File: config.mk
export PLATFORM = sky130hd
export DESIGN_NAME = bha_div
export DESIGN_NICKNAME = d
export VERILOG_FILES = /design/src/hw/rtl/bha_pkg.sv /design/src/hw/rtl/bha_div.sv
export SDC_FILE = /design/constraint.sdc
export NUM_CORES = 1
export LEC_CHECK = 0
export ABC_AREA = 1
export BUFFER_PORTS_ARGS = -buffer_cell sky130_fd_sc_hd__buf_2
export CAP_MARGIN = 10
export CORE_ASPECT_RATIO = 0.5
export CORE_MARGIN = 4
export CORE_UTILIZATION = 30
export DETAILED_ROUTE_END_ITERATION = 10
export GPL_TIMING_DRIVEN = 0
export PLACE_DENSITY_LB_ADDON = 0.12
export SLEW_MARGIN = 10
export SYNTH_ARGS = -nofsm -noshare
export SYNTH_HDL_FRONTEND = slang
export SYNTH_SLANG_ARGS = --single-unit
File: constraint.sdc
create_clock -name clk -period 3.5 [get_ports clk]
set_input_delay 0 -clock clk [delete_from_list [all_inputs] [get_ports clk]]
set_output_delay 0 -clock clk [all_outputs]
set_load 0.03 [all_outputs]
File: src/hw/rtl/bha_pkg.sv
// Shared types, codes and helper functions for the binned histogram accumulator.
`timescale 1ns / 1ps
package bha_pkg;

    typedef enum logic [2:0] {
        OP_COUNT = 3'd0,
        OP_CLEAR = 3'd1,
        OP_READ  = 3'd2,
        OP_RISE  = 3'd3,
        OP_FALL  = 3'd4
    } bha_op_t;

    typedef enum logic [1:0] {
        REG_X_LOW  = 2'd0,
        REG_BPU    = 2'd1,
        REG_BINS   = 2'd2
    } bha_reg_t;

    typedef enum logic [3:0] {
        S_CLEAR,
        S_IDLE,
        S_CNT_MUL,
        S_CNT_RD,
        S_CNT_WR,
        S_RD_RD,
        S_RD_WAIT,
        S_Q_RD,
        S_Q_CHK,
        S_Q_DIV1,
        S_Q_DIV2,
        S_Q_MUL,
        S_Q_SHF,
        S_DONE
    } bha_state_t;

    typedef struct packed {
        logic signed [63:0] sum_x;
        logic signed [63:0] sum_y;
        logic [31:0]        cnt;
    } bha_entry_t;

    function automatic logic signed [63:0] sat_add64(input logic signed [63:0] a,
                                                     input logic signed [31:0] b);
        logic [64:0] s;
        s = {a[63], a} + {{33{b[31]}}, b};
        if (s[64] != s[63])
            sat_add64 = s[64] ? {1'b1, 63'd0} : {1'b0, {63{1'b1}}};
        else
            sat_add64 = s[63:0];
    endfunction

    function automatic logic [31:0] sat_inc32(input logic [31:0] c);
        sat_inc32 = (c == 32'hFFFF_FFFF) ? c : c + 32'd1;
    endfunction

endpackage

File: src/hw/rtl/bha_div.sv
// Iterative signed 64 by unsigned 32 divider, truncating, saturated to 32 bits.
`timescale 1ns / 1ps
module bha_div (
    input  logic               clk,
    input  logic               rst_n,
    input  logic               start,
    input  logic signed [63:0] dividend,
    input  logic [31:0]        divisor,
    output logic               done,
    output logic signed [31:0] quotient
);
    import bha_pkg::*;

    logic        busy_reg;
    logic        fin_reg;
    logic [5:0]  step_reg;
    logic        neg_reg;
    logic [31:0] rem_reg;
    logic [63:0] q_reg;
    logic [31:0] dvs_reg;
    logic [33:0] trial;
    logic        fits;
    logic [31:0] nq;

    assign trial = {1'b0, rem_reg, q_reg[63]} - {2'b00, dvs_reg};
    assign fits  = ~trial[33];
    assign nq    = ~q_reg[31:0] + 32'd1;

    always_ff @(posedge clk or negedge rst_n)
    begin
        if (!rst_n)
        begin
            busy_reg <= 1'b0;
            fin_reg  <= 1'b0;
            step_reg <= '0;
        end
        else
        begin
            fin_reg <= 1'b0;
            if (start)
            begin
                busy_reg <= 1'b1;
                step_reg <= '0;
            end
            else if (busy_reg)
            begin
                step_reg <= step_reg + 6'd1;
                if (step_reg == 6'd63)
                begin
                    busy_reg <= 1'b0;
                    fin_reg  <= 1'b1;
                end
            end
        end
    end

    always_ff @(posedge clk)
    begin
        if (start)
        begin
            neg_reg <= dividend[63];
            q_reg   <= dividend[63] ? (64'd0 - dividend) : dividend;
            rem_reg <= '0;
            dvs_reg <= divisor;
        end
        else if (busy_reg)
        begin
            rem_reg <= fits ? trial[31:0] : {rem_reg[30:0], q_reg[63]};
            q_reg   <= {q_reg[62:0], fits};
        end
    end

    always_comb
    begin
        if (!neg_reg)
            quotient = (q_reg > 64'h7FFF_FFFF) ? 32'sh7FFF_FFFF : q_reg[31:0];
        else
            quotient = (q_reg > 64'h8000_0000) ? 32'sh8000_0000 : nq;
    end

    assign done = fin_reg;

endmodule

======== Yosys cells after proc, flatten, opt, wreduce, memory -nomap -nowiden ========
Cells that the tools add are included.
W data, S select, Z words.
operators by class
  add/subtract/negate cells ............... 4
  order comparisons ....................... 2
  equal/unequal tests ..................... 1
  multiplexer cells ....................... 15
  bitwise gates (word level) .............. 2
  reduce and logical (&&, ||, !) cells .... 1
operators with widths
  cell                     number
  $mux W64                 3
  $mux W32                 4
  $gt A64 B31 Y1 const B   1
  $gt A64 B32 Y1 const B   1
  $sub A1 B64 Y64 const A  1
  $sub A33 B32 Y34         1
  $add A32 B1 Y32 const B  1
  $not A32 Y32             1
  $mux W6                  2
  $add A6 B1 Y6 const B    1
  $eq A6 B6 Y1 const B     1
  $mux W1                  6
  $reduce_bool A2 Y1       1
  $not A1 Y1               1
storage, ports and cells
  bits in registers ....................... 137
  input port bits ......................... 99
  output and inout port bits .............. 33
  word-level logic and storage cells ...... 32

======== Depth between registers and ports, before layout ========
Gate-level depths: netlist of run 1.
  depth after elaboration ................. 4
  gate-level depth with buffers ........... 17
  mapped depth without buffers ............ 16

======== Worst setup path after synthesis of run 1 ========
Ideal clock, no wire load.
  kind .................................... flip-flop to flip-flop
  from .................................... register busy_reg
  to ...................................... register q_reg[0] (enable)
  library setup time ...................... 0.454 ns
  data arrival time ....................... 2.540 ns
  required time ........................... 3.046 ns
  setup slack ............................. 0.506 ns
  stages on the path, launching flop included .. 4
  path buffers ............................ 1
  period minus slack after synthesis ...... 2.994 ns
  cells stage by stage .................... dfrtp_1 nor2_1 inv_1 clkbuf_1
between the ends
  longest elaborated chain between the ends .. 1
RTL lines
  what                                 line           text
  start, declared                      bha_div.sv:14  logic busy_reg;
  start signal, assigned               bha_div.sv:33  busy_reg <= 1'b0;
  start signal, assigned               bha_div.sv:42  busy_reg <= 1'b1;
  start signal, assigned               bha_div.sv:50  busy_reg <= 1'b0;
  $reduce_bool A2 Y1 (no source line)  -
  end signal, assigned                 bha_div.sv:62  q_reg <= dividend[63] ? (64'd0 - dividend) : dividend;
  end signal, assigned                 bha_div.sv:69  q_reg <= {q_reg[62:0], fits};
  end, declared                        bha_div.sv:19  logic [63:0] q_reg;
Every way passes these cells.
A chain may end at the register's enable or synchronous reset.

======== Worst setup path after layout of run 1 ========
  from .................................... register q_reg[63]
  to ...................................... output quotient[30]
between the ends
  longest elaborated chain between the ends .. 3
  elaborated cells between the ends (all ways) .. 5
  those cells by class .................... order compare (2); mux (3)
RTL lines
  what                                                     line                          text
  $gt A64 B31 Y1 / $gt A64 B32 Y1 (equally long branches)  bha_div.sv:76, bha_div.sv:78
  $mux W32, on equally long branches                       bha_div.sv:76, bha_div.sv:78
  $mux W32 (*)                                             bha_div.sv:75                 if (!neg_reg)
  end, declared                                            bha_div.sv:10                 output logic signed [31:0] quotient
Mark *: on every way between the ends. The rest lies on a longest branch, timed or not.

==> flow_metrics.py, run 1 <==
metrics = {
    "grt": {
        "first_global_vias": 11700,
        "grt_max_degree": 41,
        "antenna_found_initial": 0,
        "grt_pass1_wl_um": 65300,
        "globalRouteTotalUtil_pct": 19.8,
        "gr-total-overflow": 0,
    },
    "drt": {
        "drc": 0,
        "vias_per_cell": 4.70,
        "ant_nets": 0,
        "totalWireLength_um": 42000,
        "routedWlPerCell_um": 16.4,
        "num_vias": 12100,
        "drtIter0Drc": 834,
        "firstDrtPassIters": 5,
    },
    "run_status": {
        "status": "completed",
    },
    "setup_path": {
        "cp_num_buf_inv": 3,
        "endpoint_kind": "output pin",
        "slowest_delay_ps": 370,
        "crit_family": "simple AND/OR/NAND/NOR gates",
        "cp.required_ps": 3500,
        "crit_start": "q_reg[63]$_DFFE_PP_",
        "start_kind": "register",
        "slowest_stage": "edfxtp_1",
        "reg2reg_from": "q_reg[63]$_DFFE_PP_",
        "crit_top_cell": "nand2_2",
        "arrival_ps": 2810,
        "cp_max_fo": 10,
        "cp_cell_sequence": "inv_2, nand2_2, nor3_2, nand3_1, or2_1, nor2_2, nand2_2, clkbuf_1, o21ai_0, o21ai_1, buf_2",
        "criticalPathCategory": "register to output pin",
    },
    "synth": {
        "yosysTopAreaCellShare_pct": 24.8,
        "syn_area_um2": 11700,
        "synth_top_area_cell": "edfxtp_1",
        "synth.distinct_cells": 46,
        "synthFlopType": "edfxtp_1",
        "async_flop_share_pct": 5.84,
        "ys_ff_latch": 137,
        "avgSynthCellArea_um2": 6.47,
        "synth_edf_count": 97,
        "synthCells": 1813,
        "yosys_warnings": 0,
        "yosysSeqAreaShare_pct": 32.0,
        "synth_fp_nets": 1948,
        "yosys-top-cells-area": "edfxtp_1 (25%), nand2_1 (19%), inv_1 (8.9%)",
    },
    "final_layout": {
        "final_cells": 2568,
        "final_common_cell": "nand2_1",
        "area_growth_pct": 22.0,
        "multi_input_area_um2": 6630,
        "drive_gt1_share_pct": 11.7,
        "fillers": 4179,
        "largest_register_ffs": 64,
        "nNetsFinal": 2170,
        "ff_latch_area_um2": 3750,
        "antennaDiodeCount": 0,
        "final_cell_mix": "nand2_1 (580), inv_1 (279), nor2_1 (171), nand3_1 (171), buf_2 (137)",
    },
    "placement": {
        "post-place-ws_ps": 314,
        "gp_congestion": 0.934,
        "place_hpwl_um": 33100,
        "port-buffer-count": 131,
        "dp_cells": 2465,
    },
    "pwr": {
        "p_per_area_nw_per_um2": 491,
        "p_leak_nw": 6.97,
        "irDropWorstVdd_mv": 0.416,
    },
    "clocking": {
        "clk_latency_ps": 450,
        "htreeDepth": 4,
        "root_buffer": "clkbuf_16",
        "cts_tree": "built",
        "clock-sinks": 137,
        "cts_made_buffers": 17,
        "cts.clk_slew.worst_paths_ps": 70,
        "clockBufferDepth": 2,
    },
    "sta": {
        "slew_viol_final": 0,
        "setup_slack_ps": 688,
        "setup_viol_count_final": 0,
        "finalHoldViolCount": 0,
        "setup_tns_ps": 0,
        "rsz0062_at_grt": "no",
        "clock_skew_ps": 12.4,
        "clock.fmax_mhz": 356,
        "period_share_pct": 80.3,
        "tightest_slew_ps": 944,
        "relSlewSlack_pct": 37.1,
        "finalCriticalPeriod_ps": 2810,
    },
    "job": {
        "maxCapViolCount": 0,
    },
    "floorplanning": {
        "initial_core_util_pct": 30.9,
        "fp-row-count": 50,
        "die_h_um": 148,
        "dieArea_um2": 42500,
        "design.core.area_um2": 38000,
        "die_w_um": 288,
        "io_pins": 132,
    },
    "hold_path": {
        "worstHoldStart": "dividend[22]",
        "hold_class": "primary input to register",
    },
}
## Yosys cell counts (all sizes together), types with 2 or more instances
master	n
or2	6
ha	35
nand2	594
nand3b	19
dfxtp	32
nand4	47
nor2	185
edfxtp	97
nor3	19
xor2	48
buf	23
xnor2	16
nor4	7
a21oi	23
o211ai	2
o31ai	2
clkbuf	24
o21ai	139
dfrtp	8
and2	4
nand3	180
a31oi	5
inv	291
o21bai	2
## power breakdown
part | leakage (nW) | total (mW) | switching, mW | internal, mW
combinational | 5.30 | 3.07 | 1.96 | 1.12
clock | 0.269 | 1.74 | 0.761 | 0.975
sequential | 1.39 | 2.21 | 0.191 | 2.02
total | 6.97 | 7.02 | 2.91 | 4.11
## layer usage
metal / vias up / part of all wire, % / global-route usage, %
li1: 6255 / - / -
met1: 5510 / 48 / 27.4
met2: 258 / 45 / 32.6
met3: 35 / 4.7 / 3.10
met4: 0 / 1.4 / 4.46
met5: - / 0 / 0
## worst register-to-register path: stages (launching register included)
cell and delay, ps:
edfxtp_1 370, inv_2 180, ha_1 180, inv_1 70, fa_1 450, nand3_1 120
nand3_1 210, nand2_1 120, nand2_1 160, nand2_1 100, nand2_1 100, nand2_1 160
nand2_1 70, nand2_1 60, nand3_1 60, nand2_1 70, nand2_1 40
## per-stage QoR
step / util, % / total power [mW] / instance area [um^2] / hold slack (ps)
floorplan: - / 4.40 / 11700 / -296
CTS: 37.7 / 7.09 / 14300 / 1.42
finish: 37.7 / 7.02 / 14300 / 11.5
global placement: 34.3 / 5.26 / 13000 / -134
detailed placement: 34.4 / 5.26 / 13100 / -136
global route: 37.7 / 7.59 / 14300 / 24.7
## kinds of logic (layout without fill, tap and decap cells)
kind of cell	after synthesis	in the layout	share of synthesized area [%]
compound gates	176	176	7.92
xor+xnor	64	64	4.78
fa+ha+maj	36	36	3.91
buf+inv	339	574	11.5
flops	137	137	32.0
simple gates	1061	1061	39.9
## final cells by class
type,count,share of cell area [%]
clock inverter,8,0.315
tap,520,4.55
timing repair buffer,203,9.69
inverter,292,7.66
clock buffer,24,3.44
sequential,137,26.2
buffer,47,1.78
multi-input combinational,1337,46.3
## worst paths after layout
path / to / depth (start not counted) / slack [ps]
min in group asynchronous: done$_DFF_PN0_ / 3 / 530
hold / removal: q_reg[22]$_DFFE_PP_ / 3 / 10
hold reg to reg: rem_reg[14]$_SDFFE_PP0P_ / 2 / 470
max in group asynchronous: step_reg[4]$_DFFE_PN0P_ / 3 / 2680
setup / recovery: quotient[30] / 11 / 690
setup reg to reg: rem_reg[28]$_SDFFE_PP0P_ / 16 / 880
## repair_timing
action                    CTS  global route
hold endpoints to repair   77             0
hold buffers               71             0
setup buffers               0             0
gates resized for setup     0             0
Power figures use the tool's default switching activity.
==> inputs of run 2 (changes only) <==
==> constraint.sdc (replaced) <==
create_clock -name clk -period 2.5 [get_ports clk]
set_input_delay 0 -clock clk [delete_from_list [all_inputs] [get_ports clk]]
set_output_delay 0 -clock clk [all_outputs]
set_load 0.03 [all_outputs]
==> run 2 against run 1 <==
Net effect:
- clock power increased by 59%
- register-to-register slack got worse by 720 ps
- non-clock buffer count increased by 17
- total power increased by 47%
- combinational power increased by 46%
- clock-buffer cell count unchanged
- sequential share of layout area decreased by 0.84 points
- cell count increased by 0.66%
- die area unchanged
- flip-flop and latch count unchanged
- largest power group unchanged
==> flow_metrics.py, run 2 (synthesized netlist as in run 1, its figures left out) <==
metrics = {
    "placement": {
        "post-place-ws_ps": -682,
        "place_hpwl_um": 33200,
        "dp_cells": 2465,
        "port-buffer-count": 131,
        "postPlaceCellArea_um2": 13100,
        "gp_congestion": 0.945,
    },
    "floorplanning": {
        "initial_core_util_pct": 30.9,
        "design.core.area_um2": 38000,
        "io_pins": 132,
        "fp-row-count": 50,
        "die_h_um": 148,
        "dieArea_um2": 42500,
        "die_w_um": 288,
    },
    "sta": {
        "period_share_pct": 99.6,
        "setup_tns_ps": 0,
        "finalHoldViolCount": 0,
        "slew_viol_final": 0,
        "tightest_slew_ps": 720,
        "setup_viol_count_final": 0,
        "relSlewSlack_pct": 52.0,
        "setup_slack_ps": 10.5,
        "finalCriticalPeriod_ps": 2490,
        "hold_slack_ps": 8.20,
        "rsz0062_at_grt": "yes",
        "clock_skew_ps": 15.0,
        "clock.fmax_mhz": 402,
    },
    "setup_path": {
        "start_kind": "register",
        "crit_top_cell": "nand2_4",
        "slowest_delay_ps": 410,
        "cp_num_buf_inv": 3,
        "worstSetupPathDepth": 12,
        "crit_start": "q_reg[63]$_DFFE_PP_",
        "cp_max_fo": 10,
        "crit_family": "simple AND/OR/NAND/NOR gates",
        "cp.required_ps": 2500,
        "criticalPathCategory": "register to output pin",
        "reg2regPathDepth": 17,
        "cp-endpoint": "quotient[25]",
        "rrSetupSlack_ps": 160,
        "arrival_ps": 2490,
        "endpoint_kind": "output pin",
        "reg2reg_from": "q_reg[63]$_DFFE_PP_",
        "slowest_stage": "edfxtp_1",
        "r2r_end": "rem_reg[28]$_SDFFE_PP0P_",
        "cp_cell_sequence": "inv_4, nand2_2, nor3_2, nand3_1, or2_4, nor2_4, nand2_4, nand2_4, nand2_8, buf_8, o21ai_1, buf_4",
    },
    "clocking": {
        "clock-sinks": 137,
        "cts.clk_slew.worst_paths_ps": 60,
        "htreeDepth": 4,
        "cts_tree": "built",
        "clk_latency_ps": 450,
        "root_buffer": "clkbuf_16",
        "cts_made_buffers": 17,
        "clockBufferDepth": 2,
    },
    "pwr": {
        "seqPwrFrac_pct": 29.9,
        "p_total_mw": 10.3,
        "intPower_mw": 6.21,
        "p_leak_nw": 7.17,
        "switchingPower_mw": 4.12,
        "irDropWorstVdd_mv": 0.556,
        "p_comb_share_pct": 43.3,
        "p_per_area_nw_per_um2": 699,
        "swShare_pct": 39.9,
        "p_clk_share_pct": 26.8,
    },
    "drt": {
        "firstDrtPassIters": 6,
        "routedWlPerCell_um": 16.5,
        "drt-met1-wl_um": 20700,
        "wl_met3_um": 1740,
        "totalWireLength_um": 42700,
        "drc": 0,
        "highest_layer": "met4",
        "ant_nets": 0,
        "drtIter0Drc": 877,
        "vias_per_cell": 4.77,
        "num_vias": 12300,
        "wl_met2_um": 19400,
    },
    "grt": {
        "antenna_found_initial": 0,
        "grt_max_degree": 44,
        "first_global_vias": 11800,
        "gr-total-overflow": 0,
        "globalRouteTotalUtil_pct": 20.0,
        "grt_pass1_wl_um": 65800,
    },
    "job": {
        "maxCapViolCount": 0,
    },
    "final_layout": {
        "final_common_cell": "nand2_1",
        "final_core_utilization_pct": 38.9,
        "drive_gt1_share_pct": 14.1,
        "antennaDiodeCount": 0,
        "stdcell_area_um2": 14800,
        "largest_register_ffs": 64,
        "nNetsFinal": 2187,
        "final_cell_mix": "nand2_1 (572), inv_1 (277), nand3_1 (168)",
        "area_growth_pct": 26.0,
        "final_cells": 2585,
    },
    "hold_path": {
        "hold_depth": 3,
        "hold_class": "primary input to register",
    },
    "run_status": {
        "status": "completed",
    },
}
==> run 2: cell types whose count changed in the layout (fill, tap and decap cells not counted), sizes merged <==
cell,change
clkbuf,+1
bufinv,+4
dlygate4sd3,-3
buf,+19
clkinv,-2
clkinvlp,+1
inv,-3
==> run 2: layout make-up <==
cell class,count,area [um^2]
plain buffers,47,274
clock buffers,24,472
clock inverters,8,144
fillers,4143,23200
inverters,292,1100
multi-input cells,1337,6780
flip-flops and latches,137,3750
well taps,520,651
repair buffers,220,1610
==> run 2: worst min-delay path by stage <==
| stage | start | endpoint | slack, ps |
|---|---|---|---|
| final | dividend[10] | q_reg[10]$_DFFE_PP_ | 8 |
| after global routing | dividend[10] | q_reg[10]$_DFFE_PP_ | 20 |
| after CTS | dividend[61] | q_reg[61]$_DFFE_PP_ | 0.3 |
| after detailed placement | rst_n | done$_DFF_PN0_ | -140 |
| after global placement | rst_n | done$_DFF_PN0_ | -130 |
| after floorplan | rst_n | busy_reg$_DFF_PN0_ | -300 |
==> run 2: power by group through the flow <==
| stage | Combinational [mW] | Sequential, mW | Clock (mW) |
|---|---|---|---|
| after global routing | 5.03 | 3.14 | 2.92 |
| final | 4.47 | 3.09 | 2.76 |
| after floorplan | 3.11 | 3.05 | 0 |
| after CTS | 4.40 | 3.10 | 2.83 |
| after detailed placement | 4.22 | 3.14 | 0 |
| after global placement | 4.22 | 3.14 | 0 |
==> run 2: metal layers <==
layer	vias to the layer above	track usage, %
li1	6292	-
met1	5744	27.4
met2	251	33.2
met3	54	2.65
met4	0	5.26
met5	-	0
==> run 2: repair_timing <==
item,4_1_cts,5_1_grt
pin swaps,6,4
resized for setup,75,22
hold buffers,68,0
hold endpoints to repair,74,0
setup endpoints to repair,77,74
buffers inserted,5,15
==> run 2: worst min-delay path, delay by kind of cell <==
| family | cells | cell delay (ps) |
|---|---|---|
| buffers and inverters | 1 | 130 |
| XOR/XNOR | 1 | 80 |
| AO/OA/AOI/OAI | 1 | 130 |
==> inputs of run 3 (changes only) <==
--- a/config.mk
+++ b/config.mk
@@ -13,6 +13,7 @@
 export CORE_UTILIZATION = 30
 export DETAILED_ROUTE_END_ITERATION = 10
 export GPL_TIMING_DRIVEN = 0
+export MAX_ROUTING_LAYER = met4
 export PLACE_DENSITY_LB_ADDON = 0.12
 export SLEW_MARGIN = 10
 export SYNTH_ARGS = -nofsm -noshare
==> run 3 against run 2 <==
Net effect:
- the run now ends with hold timing left
- clock skew shrank 2.6 ps
- setup slack worse by 9.3 ps
- maximum frequency decreased by 0.37%
- total power is 0.66% lower
- non-clock buffer count is 5 higher
- worst hold slack worse by 20 ps
- wire length is 0.25% higher
- first-iteration DRC count fell by 2.3%
- highest routed layer unchanged
==> flow_metrics.py, run 3 (synthesized netlist as in run 1, its figures left out) <==
metrics = {
    "run_status": {
        "status": "complete, but fails checks",
        "violations": "hold timing",
    },
    "final_layout": {
        "largest_register_ffs": 64,
        "final_cell_mix": "nand2_1 (567), inv_1 (275), nor2_1 (166)",
        "final_core_utilization_pct": 39.3,
        "final_common_cell": "nand2_1",
        "nNetsFinal": 2192,
        "ff_latch_area_um2": 3750,
        "fillers": 4190,
        "drive_gt1_share_pct": 15.4,
        "antennaDiodeCount": 0,
        "multi_input_area_um2": 6850,
        "area_growth_pct": 27.2,
        "final_cells": 2590,
    },
    "drt": {
        "drtIter0Drc": 857,
        "drc": 0,
        "firstDrtPassIters": 5,
        "num_vias": 12300,
        "vias_per_cell": 4.74,
        "totalWireLength_um": 42800,
        "routedWlPerCell_um": 16.5,
        "ant_nets": 0,
    },
    "grt": {
        "grt_max_degree": 41,
        "globalRouteTotalUtil_pct": 20.6,
        "antenna_found_initial": 0,
        "gr-total-overflow": 0,
        "grt_pass1_wl_um": 66300,
        "first_global_vias": 12000,
    },
    "setup_path": {
        "crit_top_cell": "nand2_4",
        "slowest_delay_ps": 410,
        "cp_max_fo": 10,
        "endpoint_kind": "output pin",
        "start_kind": "register",
        "criticalPathCategory": "register to output pin",
        "cp_cell_sequence": "inv_4, nand2_4, nor3_4, nand3_2, or2_4, nor2_4, nand2_4, nand2_4, nand2_8, buf_8, o21ai_1, buf_4",
        "arrival_ps": 2500,
        "cp.required_ps": 2500,
        "reg2reg_from": "q_reg[63]$_DFFE_PP_",
        "slowest_stage": "edfxtp_1",
        "crit_start": "q_reg[63]$_DFFE_PP_",
    },
    "sta": {
        "tightest_slew_ps": 753,
        "clock_skew_ps": 12.4,
        "period_share_pct": 100,
        "finalHoldViolCount": 1,
        "setup_tns_ps": 0,
        "hold_slack_ps": -11.9,
        "setup_viol_count_final": 0,
        "rsz0062_at_grt": "yes",
        "clock.fmax_mhz": 400,
        "slew_viol_final": 0,
        "relSlewSlack_pct": 49.8,
        "finalCriticalPeriod_ps": 2500,
    },
    "pwr": {
        "switchingPower_mw": 4.21,
        "p_comb_share_pct": 44.2,
        "p_clk_share_pct": 25.6,
        "p_total_mw": 10.3,
        "seqPwrFrac_pct": 30.1,
        "swShare_pct": 41.1,
        "p_leak_nw": 7.22,
        "p_per_area_nw_per_um2": 688,
        "irDropWorstVdd_mv": 0.562,
        "intPower_mw": 6.04,
    },
    "clocking": {
        "clk_latency_ps": 450,
        "cts_made_buffers": 17,
        "root_buffer": "clkbuf_16",
        "htreeDepth": 4,
        "clock-sinks": 137,
        "clockBufferDepth": 2,
        "cts.clk_slew.worst_paths_ps": 70,
        "cts_tree": "built",
    },
    "floorplanning": {
        "io_pins": 132,
        "die_h_um": 148,
        "fp-row-count": 50,
        "dieArea_um2": 42500,
        "die_w_um": 288,
        "design.core.area_um2": 38000,
        "initial_core_util_pct": 30.9,
    },
    "placement": {
        "gp_congestion": 0.949,
        "port-buffer-count": 131,
        "place_hpwl_um": 33600,
        "dp_cells": 2465,
    },
    "job": {
        "maxCapViolCount": 0,
    },
    "hold_path": {
        "hold_class": "primary input to register",
        "worstHoldStart": "dividend[0]",
    },
}
==> run 3: layer usage <==
layer  track usage, %  vias to the layer above  wire, um
met5                -                        -         0
met4             4.76                        0       634
met3             2.97                       35      1580
met2             33.3                      219     19600
met1             27.5                     5713     20900
li1                 -                     6303         -
==> run 3: power groups by stage <==
stage	Sequential, mW	Combinational, mW	Clock, mW
finish	3.09	4.54	2.63
global route	3.14	5.13	2.79
CTS	3.10	4.43	2.70
detailed placement	3.14	4.23	0
global placement	3.14	4.23	0
floorplan	3.05	3.11	0
==> run 3: layout make-up <==
| class | instances | area share, % |
|---|---|---|
| clock inverter | 12 | 0.738 |
| timing repair buffer | 225 | 11.2 |
| clock buffer | 20 | 3.28 |
| tap | 520 | 4.36 |
| inverter | 292 | 7.36 |
| sequential | 137 | 25.2 |
| multi-input combinational | 1337 | 45.9 |
| buffer | 47 | 1.92 |
==> run 3: critical path, delay by kind of cell, from the launching register on <==
| kind | cells | cell delay, ps |
|---|---|---|
| buffers and inverters | 3 | 450 |
| AND/OR/NAND/NOR | 8 | 1060 |
| AO/OA/AOI/OAI | 1 | 130 |
| flip-flops | 1 | 410 |
==> run 3: stage by stage <==
stage	area [um^2]	setup slack [ps]	hold WS, ps
2_1_floorplan	11700	403	-296
3_3_place_gp	13000	-1440	-138
3_5_place_dp	13100	-665	-141
4_1_cts	14600	-58.7	0.644
5_1_grt	14900	-87.8	25.1
6_report	14900	1.20	-11.9
==> run 3: repair_timing <==
| item | in CTS | in global routing |
|---|---|---|
| setup buffers | 6 | 22 |
| pin swaps | 4 | 13 |
| hold buffers | 65 | 0 |
| gates resized for setup | 94 | 37 |
| setup endpoints to repair | 74 | 46 |
| hold endpoints to repair | 71 | 0 |
==> run 3: worst paths after layout <==
check	endpoint	slack (ps)	cells past startpoint
max	quotient[20]	1	12
min	q_reg[0]$_DFFE_PP_	-10	3
max reg2reg	rem_reg[28]$_SDFFE_PP0P_	140	17
min reg2reg	rem_reg[13]$_SDFFE_PP0P_	470	2
max in group asynchronous	step_reg[0]$_DFFE_PN0P_	1640	3
min in group asynchronous	done$_DFF_PN0_	570	3
